[src/design/psgrwd_pkg.sv]
// ----------------------------------------------------------------------------
// psgrwd_pkg: shared types and constants of the PSG register write decoder
// Holds the request codes, field widths and bus byte bit positions.
// ----------------------------------------------------------------------------
`default_nettype none

package psgrwd_pkg;

  localparam int CHAN_W  = 2;
  localparam int VALUE_W = 10;
  localparam int BYTE_W  = 8;
  localparam int VOL_W   = 4;
  localparam int DIV_LO_W = 4;
  localparam int DIV_HI_W = 6;

  // Request codes carried in the mode field
  typedef enum logic [1:0] {
    MODE_WRITE     = 2'd0,
    MODE_DRAIN_DIV = 2'd1,
    MODE_DRAIN_VOL = 2'd2,
    MODE_CLEAR     = 2'd3
  } mode_t;

  // Bus byte layout
  localparam int BIT_COMMAND = 7;   // set: latch or volume byte, clear: data byte
  localparam int BIT_TYPE    = 4;   // set: volume, clear: divider low nibble
  localparam int CH_MSB      = 6;
  localparam int CH_LSB      = 5;

endpackage

`default_nettype wire

[src/design/psgrwd_if.sv]
// ----------------------------------------------------------------------------
// psgrwd_if: request and result channels of the PSG register write decoder
// Valid/ready channels; a word moves when valid and ready are both high.
// ----------------------------------------------------------------------------
`default_nettype none

interface psgrwd_in_if;
  logic                                valid;
  logic                                ready;
  psgrwd_pkg::mode_t                   mode;
  logic [psgrwd_pkg::BYTE_W-1:0]       write_byte;

  modport source (output valid, output mode, output write_byte, input ready);
  modport sink   (input valid, input mode, input write_byte, output ready);
endinterface

interface psgrwd_out_if;
  logic                                valid;
  logic                                ready;
  logic                                entry_valid;
  logic [psgrwd_pkg::CHAN_W-1:0]       channel;
  logic [psgrwd_pkg::VALUE_W-1:0]      value;
  logic                                is_volume;
  logic                                any_changed;
  logic                                last;

  modport source (output valid, output entry_valid, output channel, output value,
                  output is_volume, output any_changed, output last, input ready);
  modport sink   (input valid, input entry_valid, input channel, input value,
                  input is_volume, input any_changed, input last, output ready);
endinterface

`default_nettype wire

[src/design/psg_register_write_decoder_core.sv]
// ----------------------------------------------------------------------------
// psg_register_write_decoder_core: register front end of a four-voice PSG
// Decodes bus bytes into per-channel dividers and volumes with changed flags,
// and drains the changed entries one result word at a time.
// ----------------------------------------------------------------------------
//
//  channel  | dir | word contents                                   | handshake
//  ---------+-----+-------------------------------------------------+-----------
//  in_ch    | in  | mode, write_byte                                | valid/ready
//  out_ch   | out | entry_valid, channel, value, is_volume,         | valid/ready
//           |     | any_changed, last                               |
//
//  A write or clear request is accepted in idle, then applied in the apply
//  state, which also loads the result register. During a drain the
//  sequencer walks one channel flag per cycle, stalling on a changed flag
//  until the result register is free. in_ch.ready is high only while the
//  sequencer idles; a result word waiting in the output register does not
//  block the next request, but a new result stalls until the previous one
//  is taken. Synchronous active-low reset clears all stores and flags.
// ----------------------------------------------------------------------------
`default_nettype none

module psg_register_write_decoder_core #(
  parameter int CHANNEL_COUNT = 4
) (
  input  wire logic   clk,
  input  wire logic   rst_n,
  psgrwd_in_if.sink   in_ch,
  psgrwd_out_if.source out_ch
);

  import psgrwd_pkg::*;

  localparam int IDX_W = (CHANNEL_COUNT > 1) ? $clog2(CHANNEL_COUNT) : 1;
  localparam logic [CHAN_W:0] CH_LIMIT = (CHAN_W+1)'(CHANNEL_COUNT);

  typedef enum logic [1:0] {
    ST_IDLE,
    ST_APPLY,
    ST_SCAN
  } state_t;

  state_t                    state_r, state_nxt;
  mode_t                     cmd_mode_r, cmd_mode_nxt;
  logic [BYTE_W-1:0]         cmd_byte_r, cmd_byte_nxt;
  logic [IDX_W-1:0]          idx_r, idx_nxt;

  logic [CHAN_W-1:0]         latched_r, latched_nxt;
  logic [DIV_LO_W-1:0]       div_lo_r [CHANNEL_COUNT];
  logic [DIV_LO_W-1:0]       div_lo_nxt [CHANNEL_COUNT];
  logic [DIV_HI_W-1:0]       div_hi_r [CHANNEL_COUNT];
  logic [DIV_HI_W-1:0]       div_hi_nxt [CHANNEL_COUNT];
  logic [VOL_W-1:0]          vol_r [CHANNEL_COUNT];
  logic [VOL_W-1:0]          vol_nxt [CHANNEL_COUNT];
  logic [CHANNEL_COUNT-1:0]  div_chg_r, div_chg_nxt;
  logic [CHANNEL_COUNT-1:0]  vol_chg_r, vol_chg_nxt;
  logic                      glob_r, glob_nxt;

  // Output register
  logic                      out_valid_r, out_valid_nxt;
  logic                      out_entry_r, out_entry_nxt;
  logic [CHAN_W-1:0]         out_chan_r, out_chan_nxt;
  logic [VALUE_W-1:0]        out_value_r, out_value_nxt;
  logic                      out_isvol_r, out_isvol_nxt;
  logic                      out_any_r, out_any_nxt;
  logic                      out_last_r, out_last_nxt;

  // Scan helpers
  logic                      slot_free;
  logic                      scan_vol;
  logic [CHANNEL_COUNT-1:0]  scan_flags;
  logic [CHANNEL_COUNT-1:0]  pend_mask;
  logic [CHANNEL_COUNT-1:0]  rest_mask;
  logic [CHAN_W-1:0]         byte_ch;

  assign slot_free  = !out_valid_r || out_ch.ready;
  assign scan_vol   = (cmd_mode_r == MODE_DRAIN_VOL);
  assign scan_flags = scan_vol ? vol_chg_r : div_chg_r;
  assign byte_ch    = cmd_byte_r[CH_MSB:CH_LSB];

  // Flags at or above the scan index, and strictly above it
  always_comb begin
    for (int k = 0; k < CHANNEL_COUNT; k++) begin
      pend_mask[k] = scan_flags[k] && (k >= int'(idx_r));
      rest_mask[k] = scan_flags[k] && (k > int'(idx_r));
    end
  end

  always_comb begin
    state_nxt    = state_r;
    cmd_mode_nxt = cmd_mode_r;
    cmd_byte_nxt = cmd_byte_r;
    idx_nxt      = idx_r;
    latched_nxt  = latched_r;
    div_lo_nxt   = div_lo_r;
    div_hi_nxt   = div_hi_r;
    vol_nxt      = vol_r;
    div_chg_nxt  = div_chg_r;
    vol_chg_nxt  = vol_chg_r;
    glob_nxt     = glob_r;

    // Drop the result word once taken
    out_valid_nxt = out_valid_r && !out_ch.ready;
    out_entry_nxt = out_entry_r;
    out_chan_nxt  = out_chan_r;
    out_value_nxt = out_value_r;
    out_isvol_nxt = out_isvol_r;
    out_any_nxt   = out_any_r;
    out_last_nxt  = out_last_r;

    case (state_r)
      ST_IDLE: begin
        if (in_ch.valid) begin
          cmd_mode_nxt = in_ch.mode;
          cmd_byte_nxt = in_ch.write_byte;
          idx_nxt      = '0;
          if (in_ch.mode == MODE_DRAIN_DIV || in_ch.mode == MODE_DRAIN_VOL) begin
            state_nxt = ST_SCAN;
          end else begin
            state_nxt = ST_APPLY;
          end
        end
      end

      ST_APPLY: begin
        // Hold the update until the result register can take its word
        if (slot_free) begin
          if (cmd_mode_r == MODE_CLEAR) begin
            glob_nxt = 1'b0;
          end else if (cmd_byte_r[BIT_COMMAND]) begin
            if (!cmd_byte_r[BIT_TYPE]) begin
              latched_nxt = byte_ch;
              if ({1'b0, byte_ch} < CH_LIMIT) begin
                div_lo_nxt[byte_ch[IDX_W-1:0]]  = cmd_byte_r[DIV_LO_W-1:0];
                div_chg_nxt[byte_ch[IDX_W-1:0]] = 1'b0;
              end
            end else if ({1'b0, byte_ch} < CH_LIMIT) begin
              vol_nxt[byte_ch[IDX_W-1:0]]     = cmd_byte_r[VOL_W-1:0];
              vol_chg_nxt[byte_ch[IDX_W-1:0]] = 1'b1;
              glob_nxt                        = 1'b1;
            end
          end else if ({1'b0, latched_r} < CH_LIMIT) begin
            div_hi_nxt[latched_r[IDX_W-1:0]]  = cmd_byte_r[DIV_HI_W-1:0];
            div_chg_nxt[latched_r[IDX_W-1:0]] = 1'b1;
            glob_nxt                          = 1'b1;
          end

          out_valid_nxt = 1'b1;
          out_entry_nxt = 1'b0;
          out_chan_nxt  = '0;
          out_value_nxt = '0;
          out_isvol_nxt = 1'b0;
          out_any_nxt   = glob_nxt;
          out_last_nxt  = 1'b1;
          state_nxt     = ST_IDLE;
        end
      end

      ST_SCAN: begin
        if (pend_mask == '0) begin
          // Nothing changed: report an empty word of this drain kind
          if (slot_free) begin
            out_valid_nxt = 1'b1;
            out_entry_nxt = 1'b0;
            out_chan_nxt  = '0;
            out_value_nxt = '0;
            out_isvol_nxt = scan_vol;
            out_any_nxt   = glob_r;
            out_last_nxt  = 1'b1;
            state_nxt     = ST_IDLE;
          end
        end else if (scan_flags[idx_r]) begin
          if (slot_free) begin
            out_valid_nxt = 1'b1;
            out_entry_nxt = 1'b1;
            out_chan_nxt  = CHAN_W'(idx_r);
            out_value_nxt = scan_vol ? VALUE_W'(vol_r[idx_r])
                                     : {div_hi_r[idx_r], div_lo_r[idx_r]};
            out_isvol_nxt = scan_vol;
            out_any_nxt   = glob_r;
            out_last_nxt  = (rest_mask == '0);
            if (scan_vol) begin
              vol_chg_nxt[idx_r] = 1'b0;
            end else begin
              div_chg_nxt[idx_r] = 1'b0;
            end
            if (rest_mask == '0) begin
              state_nxt = ST_IDLE;
            end else begin
              idx_nxt = idx_r + 1'b1;
            end
          end
        end else begin
          // Advance past a clean channel
          idx_nxt = idx_r + 1'b1;
        end
      end

      default: begin
        state_nxt = ST_IDLE;
      end
    endcase
  end

  always_ff @(posedge clk) begin
    if (!rst_n) begin
      state_r     <= ST_IDLE;
      cmd_mode_r  <= MODE_WRITE;
      cmd_byte_r  <= '0;
      idx_r       <= '0;
      latched_r   <= '0;
      for (int k = 0; k < CHANNEL_COUNT; k++) begin
        div_lo_r[k] <= '0;
        div_hi_r[k] <= '0;
        vol_r[k]    <= '0;
      end
      div_chg_r   <= '0;
      vol_chg_r   <= '0;
      glob_r      <= 1'b0;
      out_valid_r <= 1'b0;
      out_entry_r <= 1'b0;
      out_chan_r  <= '0;
      out_value_r <= '0;
      out_isvol_r <= 1'b0;
      out_any_r   <= 1'b0;
      out_last_r  <= 1'b0;
    end else begin
      state_r     <= state_nxt;
      cmd_mode_r  <= cmd_mode_nxt;
      cmd_byte_r  <= cmd_byte_nxt;
      idx_r       <= idx_nxt;
      latched_r   <= latched_nxt;
      div_lo_r    <= div_lo_nxt;
      div_hi_r    <= div_hi_nxt;
      vol_r       <= vol_nxt;
      div_chg_r   <= div_chg_nxt;
      vol_chg_r   <= vol_chg_nxt;
      glob_r      <= glob_nxt;
      out_valid_r <= out_valid_nxt;
      out_entry_r <= out_entry_nxt;
      out_chan_r  <= out_chan_nxt;
      out_value_r <= out_value_nxt;
      out_isvol_r <= out_isvol_nxt;
      out_any_r   <= out_any_nxt;
      out_last_r  <= out_last_nxt;
    end
  end

  assign in_ch.ready        = (state_r == ST_IDLE);
  assign out_ch.valid       = out_valid_r;
  assign out_ch.entry_valid = out_entry_r;
  assign out_ch.channel     = out_chan_r;
  assign out_ch.value       = out_value_r;
  assign out_ch.is_volume   = out_isvol_r;
  assign out_ch.any_changed = out_any_r;
  assign out_ch.last        = out_last_r;

endmodule

`default_nettype wire
[src/flat_wrapper.sv]
// flat-port wrapper written by rule: the top's interface ports become plain ports
module psg_register_write_decoder_core_flat import psgrwd_pkg::*;
#(
  parameter int CHANNEL_COUNT = 4
)
  (clk, rst_n, in_ch_valid, in_ch_mode, in_ch_write_byte, in_ch_ready, out_ch_valid, out_ch_entry_valid, out_ch_channel, out_ch_value, out_ch_is_volume, out_ch_any_changed, out_ch_last, out_ch_ready);
  psgrwd_in_if in_ch_i ();
  psgrwd_out_if out_ch_i ();
  input  wire logic clk;
  input  wire logic rst_n;
  input wire logic [$bits(in_ch_i.valid)-1:0] in_ch_valid;
  input wire logic [$bits(in_ch_i.mode)-1:0] in_ch_mode;
  input wire logic [$bits(in_ch_i.write_byte)-1:0] in_ch_write_byte;
  output wire logic [$bits(in_ch_i.ready)-1:0] in_ch_ready;
  output wire logic [$bits(out_ch_i.valid)-1:0] out_ch_valid;
  output wire logic [$bits(out_ch_i.entry_valid)-1:0] out_ch_entry_valid;
  output wire logic [$bits(out_ch_i.channel)-1:0] out_ch_channel;
  output wire logic [$bits(out_ch_i.value)-1:0] out_ch_value;
  output wire logic [$bits(out_ch_i.is_volume)-1:0] out_ch_is_volume;
  output wire logic [$bits(out_ch_i.any_changed)-1:0] out_ch_any_changed;
  output wire logic [$bits(out_ch_i.last)-1:0] out_ch_last;
  input wire logic [$bits(out_ch_i.ready)-1:0] out_ch_ready;
  assign in_ch_i.valid = in_ch_valid;
  assign in_ch_i.mode = in_ch_mode;
  assign in_ch_i.write_byte = in_ch_write_byte;
  assign in_ch_ready = in_ch_i.ready;
  assign out_ch_valid = out_ch_i.valid;
  assign out_ch_entry_valid = out_ch_i.entry_valid;
  assign out_ch_channel = out_ch_i.channel;
  assign out_ch_value = out_ch_i.value;
  assign out_ch_is_volume = out_ch_i.is_volume;
  assign out_ch_any_changed = out_ch_i.any_changed;
  assign out_ch_last = out_ch_i.last;
  assign out_ch_i.ready = out_ch_ready;
  psg_register_write_decoder_core #(.CHANNEL_COUNT(CHANNEL_COUNT)) u_core (.clk(clk), .rst_n(rst_n), .in_ch(in_ch_i), .out_ch(out_ch_i));
endmodule
[config.mk]
export PLATFORM = sky130hd
export DESIGN_NAME = psg_register_write_decoder_core_flat
export DESIGN_NICKNAME = d
export VERILOG_FILES = /design/src/design/psgrwd_pkg.sv /design/src/design/psgrwd_if.sv /design/src/design/psg_register_write_decoder_core.sv /design/src/flat_wrapper.sv
export SDC_FILE = /design/constraint.sdc
export NUM_CORES = 1
export LEC_CHECK = 0
export BUFFER_PORTS_ARGS = -buffer_cell sky130_fd_sc_hd__buf_2
export CORE_MARGIN = 5
export CORE_UTILIZATION = 54
export CTS_CLUSTER_DIAMETER = 40
export DETAILED_ROUTE_END_ITERATION = 12
export PLACE_DENSITY = 0.75
export SYNTH_ARGS = -nofsm -noshare
export SYNTH_HDL_FRONTEND = slang
export SYNTH_SLANG_ARGS = --single-unit
[constraint.sdc]
create_clock -name clk -period 3.05 [get_ports clk]
set_input_delay 0.4575 -clock clk [delete_from_list [all_inputs] [get_ports clk]]
set_output_delay 0.4575 -clock clk [all_outputs]
set_load 0.03 [all_outputs]
==> reports/results.txt, run 1 <==
Initial cell density of the core -> 54.9%
Sequential area share after synthesis -> 41.4%
IO buf count -> 31
Pint -> 0.00189 W
First DRT Iteration DRCs -> 382
Setup repair bufs after CTS -> 0
Clk_lat worst skew -> 0.37 ns
TritonRoute pass-1 iters -> 5
Crit start category -> flip-flop
Vias -> 4,125
Comb pwr share -> 10.9%
RSZ-0062 raised after global routing -> false
Resize count post-CTS -> 0
Worst slew pin tran -> 0.690 ns
Nature of the critical path endpoint -> flip-flop
Leading area contributor after synthesis -> dfxtp_1
Vias in the first global route -> 4,022
Top post-synthesis cells by count -> 98 x dfxtp_1, 84 x nand2_1, 52 x a21oi_1
Ys Warns -> 0
Setup CP Type -> reg2reg
Fin. Hold Viols -> 0
Slew margin rel. -> 54.0%
Worst Hold Class -> in2reg
Hold_sp -> in_ch_write_byte[0]
Placed cell area -> 4940 um^2
Avg WL per Cell -> 18.4 um
Die Wd -> 104 um
Antenna Violating Nets Remaining -> 0
Initial antenna violation count -> 0
CTS max path bufs -> 2
N_diodes -> 0
Clock slew at reported path FFs -> 0.10 ns
NetSw -> 0.000723 W
Vias/cell -> 6.24
H-tree Lvls -> 3
Top cell type's share of synthesized area -> 41.4%
Layout cells sized above 1 -> 15.9%
Global route total overflow -> 0
Pleak -> 1.85 nW
# rows -> 34
Crit path required time -> 3.30 ns
Final setup violation count -> 0
Fmax achieved -> 0.380 GHz
GRT Overall Usage -> 22.8%
Netlist Area Pre-Place -> 4740 um^2
Minimum clock period -> 2.63 ns
Most frequent cell after synthesis -> dfxtp_1
Pwr Density -> 505 nW/um^2
First-pass GRT wire length -> 20,400 um
Worst-path fanout max -> 20
Post-route setup TNS -> 0 ns
Most common flop cell mapped by yosys -> dfxtp_1
Mapped Cells -> 537
Crit path DAT -> 2.88 ns
Crit share post-route -> 86.2%
Final setup margin -> 0.421 ns
Routed WL -> 12,100 um
Core ar. -> 8640 um^2
Final Util -> 59.9%
Avg Cell Area, Syn -> 8.83 um^2
Global placer's final weighted congestion -> 0.906
Post-DP HPWL -> 8410 um
Largest net degree at the start of global routing -> 41
Synth cell types -> 57
DP Worst Slack -> 0.495 ns
Max IR drop VDD -> 0.243 mV
Status -> finished, final reports clean
IO Pins -> 32
Die area -> 10,800 um^2
DIE HEIGHT -> 104 um
CTS tree -> done
Cts bufs inserted -> 9
FFs w/ async S/R, synth -> 0%
Syn Nets -> 559
# hold bufs at CTS -> 0
Crit path launch -> u_core.state_r[1]
Part of the power in registers -> 51.6%
Clock skew -> 0.00910 ns
Clk pwr share -> 37.5%
Post-synth EDFFs -> 0
Area Growth Syn to Fin -> 9.16%
Post-route cell area -> 5180 um^2
Root buffer cell -> clkbuf_8
Reg2reg start -> u_core.state_r[1]
Sink Count -> 98
# nets final -> 570
MaxCap Viol Count -> 0
Top post-synthesis cells by area -> dfxtp_1 41%, mux4_2 7.6%, nand2_1 6.6%, mux2i_1 6.5%, a21oi_1 5.5%
Switch share -> 27.6%
Final Slew Violations -> 0
Flops & latches, synth -> 98
Residual DRC -> 0
==> worst paths after layout <==
kind                            depth (start not counted)  slack [ns]              endpoint
worst max register to register                          7        0.42   u_core.div_lo_r[12]
worst min register to register                          2        0.46   u_core.div_hi_r[22]
worst max-delay path                                    7        0.42   u_core.div_lo_r[12]
worst min-delay path                                    3        0.32  u_core.cmd_byte_r[0]
==> critical path, stage by stage, from the launching register on <==
cell and delay [ns]:
dfxtp_1 0.37, inv_1 0.10, ha_1 0.36, nand3_1 0.23
or2_1 0.50, nor3_1 0.59, mux2i_1 0.31, nor2_1 0.06
==> routing by layer <==
layer  routed length [um]  GRT usage (%)  up-vias
met5                    0              0        -
met1                 5370           31.4     2011
met3                  691           3.42       21
li1                     -              -     1936
met4                  196           7.40        0
met2                 5880           36.7      157
==> final cells by class <==
class | instances | area, um^2
clock buffer | 10 | 138
clock inverter | 6 | 96.3
fill | 786 | 3460
inverter | 17 | 63.8
multi-input combinational | 379 | 2540
sequential | 98 | 1960
tap | 108 | 135
timing repair buffer | 43 | 245
==> cell usage in the layout, fill, tap and decap left out, types with 3 or more instances in the layout <==
cell	count
o21ai_1	11
and3_1	4
nand2b_1	4
mux2i_1	31
a31oi_1	9
o2111ai_1	3
nand2_1	84
dfxtp_1	98
o211ai_1	4
a22oi_1	3
a211oi_1	7
buf_2	31
nand3_1	14
nand4_1	3
o2bb2ai_2	6
o21ai_0	23
ha_1	8
a21oi_1	52
mux4_2	16
nor2_1	45
nor3_1	6
clkbuf_8	10
buf_4	12
a22o_1	3
a21o_1	5
a32o_1	6
inv_1	14
==> power groups by stage <==
stage          registers (W)  clock network, W  logic, W
6_report             0.00135          0.000981  0.000286
2_1_floorplan        0.00136                 0  0.000210
3_5_place_dp         0.00138                 0  0.000280
3_3_place_gp         0.00138                 0  0.000273
5_1_grt              0.00135           0.00106  0.000314
4_1_cts              0.00135          0.000986  0.000281
==> flip-flops by register name (all words and copies together), names as in the netlist <==
signal,flops
u_core.latched_r,2
u_core.out_ch.valid,1
u_core.div_chg_r,4
u_core.div_hi_r,24
u_core.out_ch.channel,2
u_core.vol_chg_r,4
u_core.out_ch.is_volume,1
u_core.out_ch.any_changed,1
u_core.out_ch.value,10
u_core.out_ch.last,1
u_core.glob_r,1
u_core.state_r,2
u_core.vol_r,16
u_core.idx_r,2
u_core.cmd_mode_r,2
u_core.out_ch.entry_valid,1
u_core.cmd_byte_r,8
u_core.div_lo_r,16
==> per-stage QoR <==
| step | hold WS, ns | cells | total power, W |
|---|---|---|---|
| final | 0.316 | 661 | 0.00262 |
| after global routing | 0.309 | 661 | 0.00273 |
| after CTS | 0.312 | 661 | 0.00261 |
| after detailed placement | 0.448 | 645 | 0.00166 |
| after global placement | 0.441 | 645 | 0.00165 |
| after floorplan | 0.433 | 537 | 0.00157 |
==> cell families after synthesis <==
family                     Yosys count  synth area share [%]
DFF                                 98                  41.4
buffers and inverters               60                  5.14
AOI/OAI and AO/OA                  143                  19.6
adders and majority gates            8                  2.11
and+or+nand+nor                    175                  16.2
muxes                               51                  15.2
xor gates and xnor gates             2                 0.369
Note: power is estimated with default switching activity, not from simulation.
==> run 2: changes to the inputs <==
- ABC_AREA: default -> 1
- CORE_UTILIZATION: 54 -> 55
- PLACE_DENSITY: 0.75 -> 0.76
==> run 2 against run 1 <==
Critical path type unchanged. Count of clock-buffer cells in the layout unchanged. Total power up 73%. Global-route usage up 2.0 points. Critical path depth up 1.
==> reports/results.txt, run 2 <==
Top post-synthesis cells by count -> 157 x nor2_1, 150 x nand2_1, 98 x dfxtp_1, 98 x o21ai_0, 57 x nand3_1
# hold bufs at CTS -> 0
Final Slew Violations -> 0
Cts bufs inserted -> 9
Max IR drop VDD -> 0.420 mV
Flops & latches, synth -> 98
Worst Hold Class -> in2reg
Core ar. -> 9110 um^2
Slew margin rel. -> 54.1%
First-pass GRT wire length -> 22,500 um
Commonest non-fill, non-tap cells in the layout -> 157 x nor2_1, 150 x nand2_1, 98 x o21ai_0, 98 x dfxtp_1, 57 x nand3_1
R2R setup slack -> 0.61 ns
Antenna Violating Nets Remaining -> 0
Residual DRC -> 0
Ys Warns -> 0
Clock slew at reported path FFs -> 0.10 ns
Clk_lat worst skew -> 0.37 ns
IO buf count -> 31
Root buffer cell -> clkbuf_8
Most frequent cell after synthesis -> nor2_1
Post-synth EDFFs -> 0
First DRT Iteration DRCs -> 361
# nets final -> 794
N_diodes -> 0
Crit path required time -> 3.29 ns
Fin. Hold Viols -> 0
Leading registers by flop count -> u_core.div_hi_r (24), u_core.div_lo_r (16), u_core.vol_r (16)
Crit start category -> flip-flop
Register area -> 1960 um^2
Status -> finished, final reports clean
Resize count post-CTS -> 0
Final hold slack -> 0.341 ns
Global placer's final weighted congestion -> 0.911
Global route total overflow -> 0
Pleak -> 2.30 nW
Post-route setup TNS -> 0 ns
# fillers -> 859
Crit path DAT -> 2.69 ns
Worst slew pin tran -> 0.689 ns
H-tree Lvls -> 3
TritonRoute pass-1 iters -> 5
CTS tree -> done
Area Growth Syn to Fin -> 8.09%
Clock skew -> 0.0101 ns
GRT Overall Usage -> 24.8%
Reg2reg start -> u_core.state_r[0]
Avg Cell Area, Syn -> 6.68 um^2
Setup CP Type -> reg2reg
Layout cells sized above 1 -> 10.6%
DIE HEIGHT -> 106 um
Sequential area share after synthesis -> 38.8%
Vias/cell -> 5.61
Initial cell density of the core -> 55.5%
Crit path launch -> u_core.state_r[0]
Worst-path fanout max -> 19
# rows -> 35
Most flops, register -> u_core.div_hi_r
Commonest non-fill, non-tap cell in the layout -> nor2_1
IO Pins -> 32
Pwr Density -> 826 nW/um^2
Nature of the critical path endpoint -> flip-flop
Die Wd -> 106 um
Top cell type's share of synthesized area -> 38.8%
CTS max path bufs -> 2
Minimum clock period -> 2.44 ns
Top post-synthesis cells by area -> dfxtp_1 39%, nor2_1 12%, nand2_1 11%, o21ai_0 9.7%, nand3_1 5.6%
Placed insts -> 872
Setup repair bufs after CTS -> 0
FFs w/ async S/R, synth -> 0%
Vias -> 4,986
Initial antenna violation count -> 0
Leading area contributor after synthesis -> dfxtp_1
Post-DP HPWL -> 9780 um
Sink Count -> 98
Hold_sp -> in_ch_write_byte[0]
MaxCap Viol Count -> 0
Most common flop cell mapped by yosys -> dfxtp_1
Netlist Area Pre-Place -> 5060 um^2
Syn Nets -> 779
Final Util -> 60.0%
Crit share post-route -> 80.1%
Largest net degree at the start of global routing -> 57
RSZ-0062 raised after global routing -> false
Final setup violation count -> 0
Vias in the first global route -> 4,600
Area of the multi-input gates -> 2690 um^2
Max reg flops -> 24
Die area -> 11,200 um^2
Synth cell types -> 35
Non-filler cells, final -> 888
Mapped Cells -> 757
Routed WL -> 13,400 um
Avg WL per Cell -> 15.1 um
Fmax achieved -> 0.409 GHz
-- run 2: layout make-up --
cell class              instances  share of cell area (%)
multi-input cells             562                    49.2
clock inverters                 6                    1.53
clock buffers                  10                    2.52
inverters                      63                    4.32
flip-flops and latches         98                    35.9
well taps                     111                    2.54
repair buffers                 38                    4.03
-- run 2: cells by family after synthesis --
kind of cell    synth area share, %
xor+xnor                      0.173
flops                          38.8
compound gates                 17.4
buf+inv                        8.06
fa+ha+maj                      1.98
simple gates                   33.6
-- run 2: routing by layer --
| layer | GRT usage [%] | vias up | part of all wire (%) |
|---|---|---|---|
| met5 | 0 | - | 0 |
| met4 | 8.14 | 0 | 2.1 |
| met3 | 3.64 | 26 | 6.7 |
| met2 | 40.4 | 183 | 46 |
| met1 | 33.8 | 2284 | 45 |
| li1 | - | 2493 | - |
-- run 2: final timing paths --
path,endpoint,cells after the start
setup / recovery,u_core.div_chg_r[3],8
hold / removal,u_core.cmd_byte_r[0],3
setup reg to reg,u_core.div_chg_r[3],8
hold reg to reg,u_core.vol_chg_r[2],2
-- run 2: through the flow --
stage / worst slack [ns] / instance area (um^2) / power [W]
after floorplan: 0.969 / 5060 / 0.00316
after detailed placement: 0.649 / 5250 / 0.00359
after global routing: 0.349 / 5470 / 0.00483
after CTS: 0.642 / 5470 / 0.00450
final: 0.606 / 5470 / 0.00452
after global placement: 0.830 / 5250 / 0.00355
-- run 2: critical path: stages (launching register included) --
cell and delay (ns):
dfxtp_1 0.38, inv_1 0.10, ha_1 0.45, inv_2 0.39, o21ai_0 0.19, nor3_1 0.50, nand2_2 0.15, nand2_1 0.09
a21oi_1 0.06
-- run 2: power by group --
group	internal, W	total [W]	switching (W)
clock	0.000421	0.000928	0.000507
combinational	0.000594	0.00194	0.00135
sequential	0.00146	0.00165	0.000188
total	0.00247	0.00452	0.00204
==> run 3: changes to the inputs <==
- clock period: 3.05 -> 2.05 ns (I/O delays scaled with it)
==> run 3 against run 2 <==
Fmax grew 29%. Worst hold slack lost 0.16 ns. Combinational power grew 58%. Total power grew 53%. Largest cell class unchanged. Highest routed layer unchanged.
==> reports/results.txt, run 3 (same netlist as run 2, synthesis figures left out) <==
Setup CP Type -> reg2reg
Vias/cell -> 5.59
Clock slew at reported path FFs -> 0.11 ns
Final setup violation count -> 0
GRT Overall Usage -> 24.5%
Crit-path max cell delay -> 0.35 ns
TritonRoute pass-1 iters -> 5
Slowest-stage cell, CP -> dfxtp_1
Crit start category -> flip-flop
Pleak -> 2.37 nW
Core ar. -> 9110 um^2
Crit path required time -> 2.33 ns
Post-DP HPWL -> 9990 um
Routed WL -> 13,800 um
Initial antenna violation count -> 0
# fillers -> 855
Largest delay contributor family on the critical path -> simple AND/OR/NAND/NOR gates
R2R setup slack -> 0.15 ns
CTS max path bufs -> 2
Worst slew pin tran -> 0.588 ns
Clock skew -> 0.0111 ns
Avg WL per Cell -> 15.2 um
CTS tree -> done
Final Slew Violations -> 0
Crit path DAT -> 2.18 ns
Global route total overflow -> 0
Crit share post-route -> 92.6%
CP Buf/Inv Count -> 3
IO buf count -> 31
Die Wd -> 106 um
# rows -> 35
Post-route setup TNS -> 0 ns
Max IR drop VDD -> 0.525 mV
Max reg flops -> 24
Initial cell density of the core -> 55.5%
DIE HEIGHT -> 106 um
First-pass GRT wire length -> 22,200 um
Vias in the first global route -> 4,678
Minimum clock period -> 1.90 ns
Commonest non-fill, non-tap cells in the layout -> 153 x nor2_1, 150 x nand2_1, 97 x dfxtp_1, 96 x o21ai_0, 57 x nand3_1
Clk_lat worst skew -> 0.38 ns
Vias -> 5,048
Leading registers by flop count -> u_core.div_hi_r (24), u_core.div_lo_r (16), u_core.vol_r (16)
Nature of the critical path endpoint -> flip-flop
Setup repair bufs after CTS -> 0
IO Pins -> 32
Slew margin rel. -> 60.8%
Fin. Hold Viols -> 0
Most flops, register -> u_core.div_hi_r
Area Growth Syn to Fin -> 10.8%
Cts bufs inserted -> 9
Commonest non-fill, non-tap cell in the layout -> nor2_1
MaxCap Viol Count -> 0
N_diodes -> 0
Die area -> 11,200 um^2
Worst-path fanout max -> 6
RSZ-0062 raised after global routing -> false
Antenna Violating Nets Remaining -> 0
Root buffer cell -> clkbuf_8
Residual DRC -> 0
Layout cells sized above 1 -> 13.1%
Sink Count -> 98
# nets final -> 809
First DRT Iteration DRCs -> 313
Global placer's final weighted congestion -> 0.930
H-tree Lvls -> 3
Status -> finished, final reports clean
Pwr Density -> 1230 nW/um^2
Total power -> 0.00692 W
Worst Hold Class -> in2reg
Largest net degree at the start of global routing -> 37
Fmax achieved -> 0.527 GHz
CP Cell Sequence -> inv_1 > ha_1 > nand3_1 > nor2_1 > inv_1 > nor2_2 > inv_1 > nor2_1 > nor2_1
==> run 3: power by group <==
group / internal (W) / switching (W) / total (W)
Clock: 0.000628 / 0.000764 / 0.00139
Combinational: 0.000996 / 0.00208 / 0.00307
Sequential: 0.00217 / 0.000284 / 0.00245
==> run 3: per-stage QoR <==
stage | hold slack (ns) | worst slack [ns] | instance area, um^2 | utilization (%) | std cells
final | 0.182 | 0.151 | 5610 | 61.6 | 903
after global routing | 0.212 | 0.000802 | 5610 | 61.6 | 903
after CTS | 0.182 | 0.109 | 5580 | 61.3 | 903
after detailed placement | 0.471 | 0.129 | 5360 | 58.8 | 887
after global placement | 0.464 | 0.193 | 5360 | 58.8 | 887
after floorplan | 0.451 | 0.00905 | 5060 | - | 757
==> run 3: area by class of cell <==
| type | instances | area (um^2) | share of cell area [%] |
|---|---|---|---|
| clock buffer | 10 | 138 | 2.45 |
| clock inverter | 6 | 83.8 | 1.50 |
| inverter | 63 | 236 | 4.22 |
| multi-input combinational | 562 | 2710 | 48.4 |
| sequential | 98 | 1960 | 35.0 |
| tap | 111 | 139 | 2.48 |
| timing repair buffer | 53 | 333 | 5.94 |
==> run 3: path summary, 6_finish.rpt <==
check | start | to | cells after the start
max | u_core.state_r[1] | u_core.vol_r[1] | 9
min | in_ch_write_byte[2] | u_core.cmd_byte_r[2] | 3
min reg2reg | u_core.div_lo_r[6] | u_core.div_lo_r[6] | 2
max reg2reg | u_core.state_r[1] | u_core.vol_r[1] | 9
==> run 3: layer usage <==
metal | part of all wire, % | vias up | global-route usage [%]
met1 | 45 | 2295 | 32.0
met3 | 7.0 | 36 | 3.64
met2 | 46 | 202 | 41.5
met4 | 2.3 | 0 | 8.23
li1 | - | 2515 | -
met5 | 0 | - | 0
==> run 3: worst reg2reg max path, delay by kind of cell, from the launching register on <==
family	cells	cell delay [ns]
and+or+nand+nor	5	0.77
DFF	1	0.35
buffers and inverters	3	0.39
adders and majority gates	1	0.29
==> run 3: what timing repair did <==
action,in CTS,in global routing
hold buffers,0,0
resized for setup,0,10
endpoints found under the setup margin,0,20
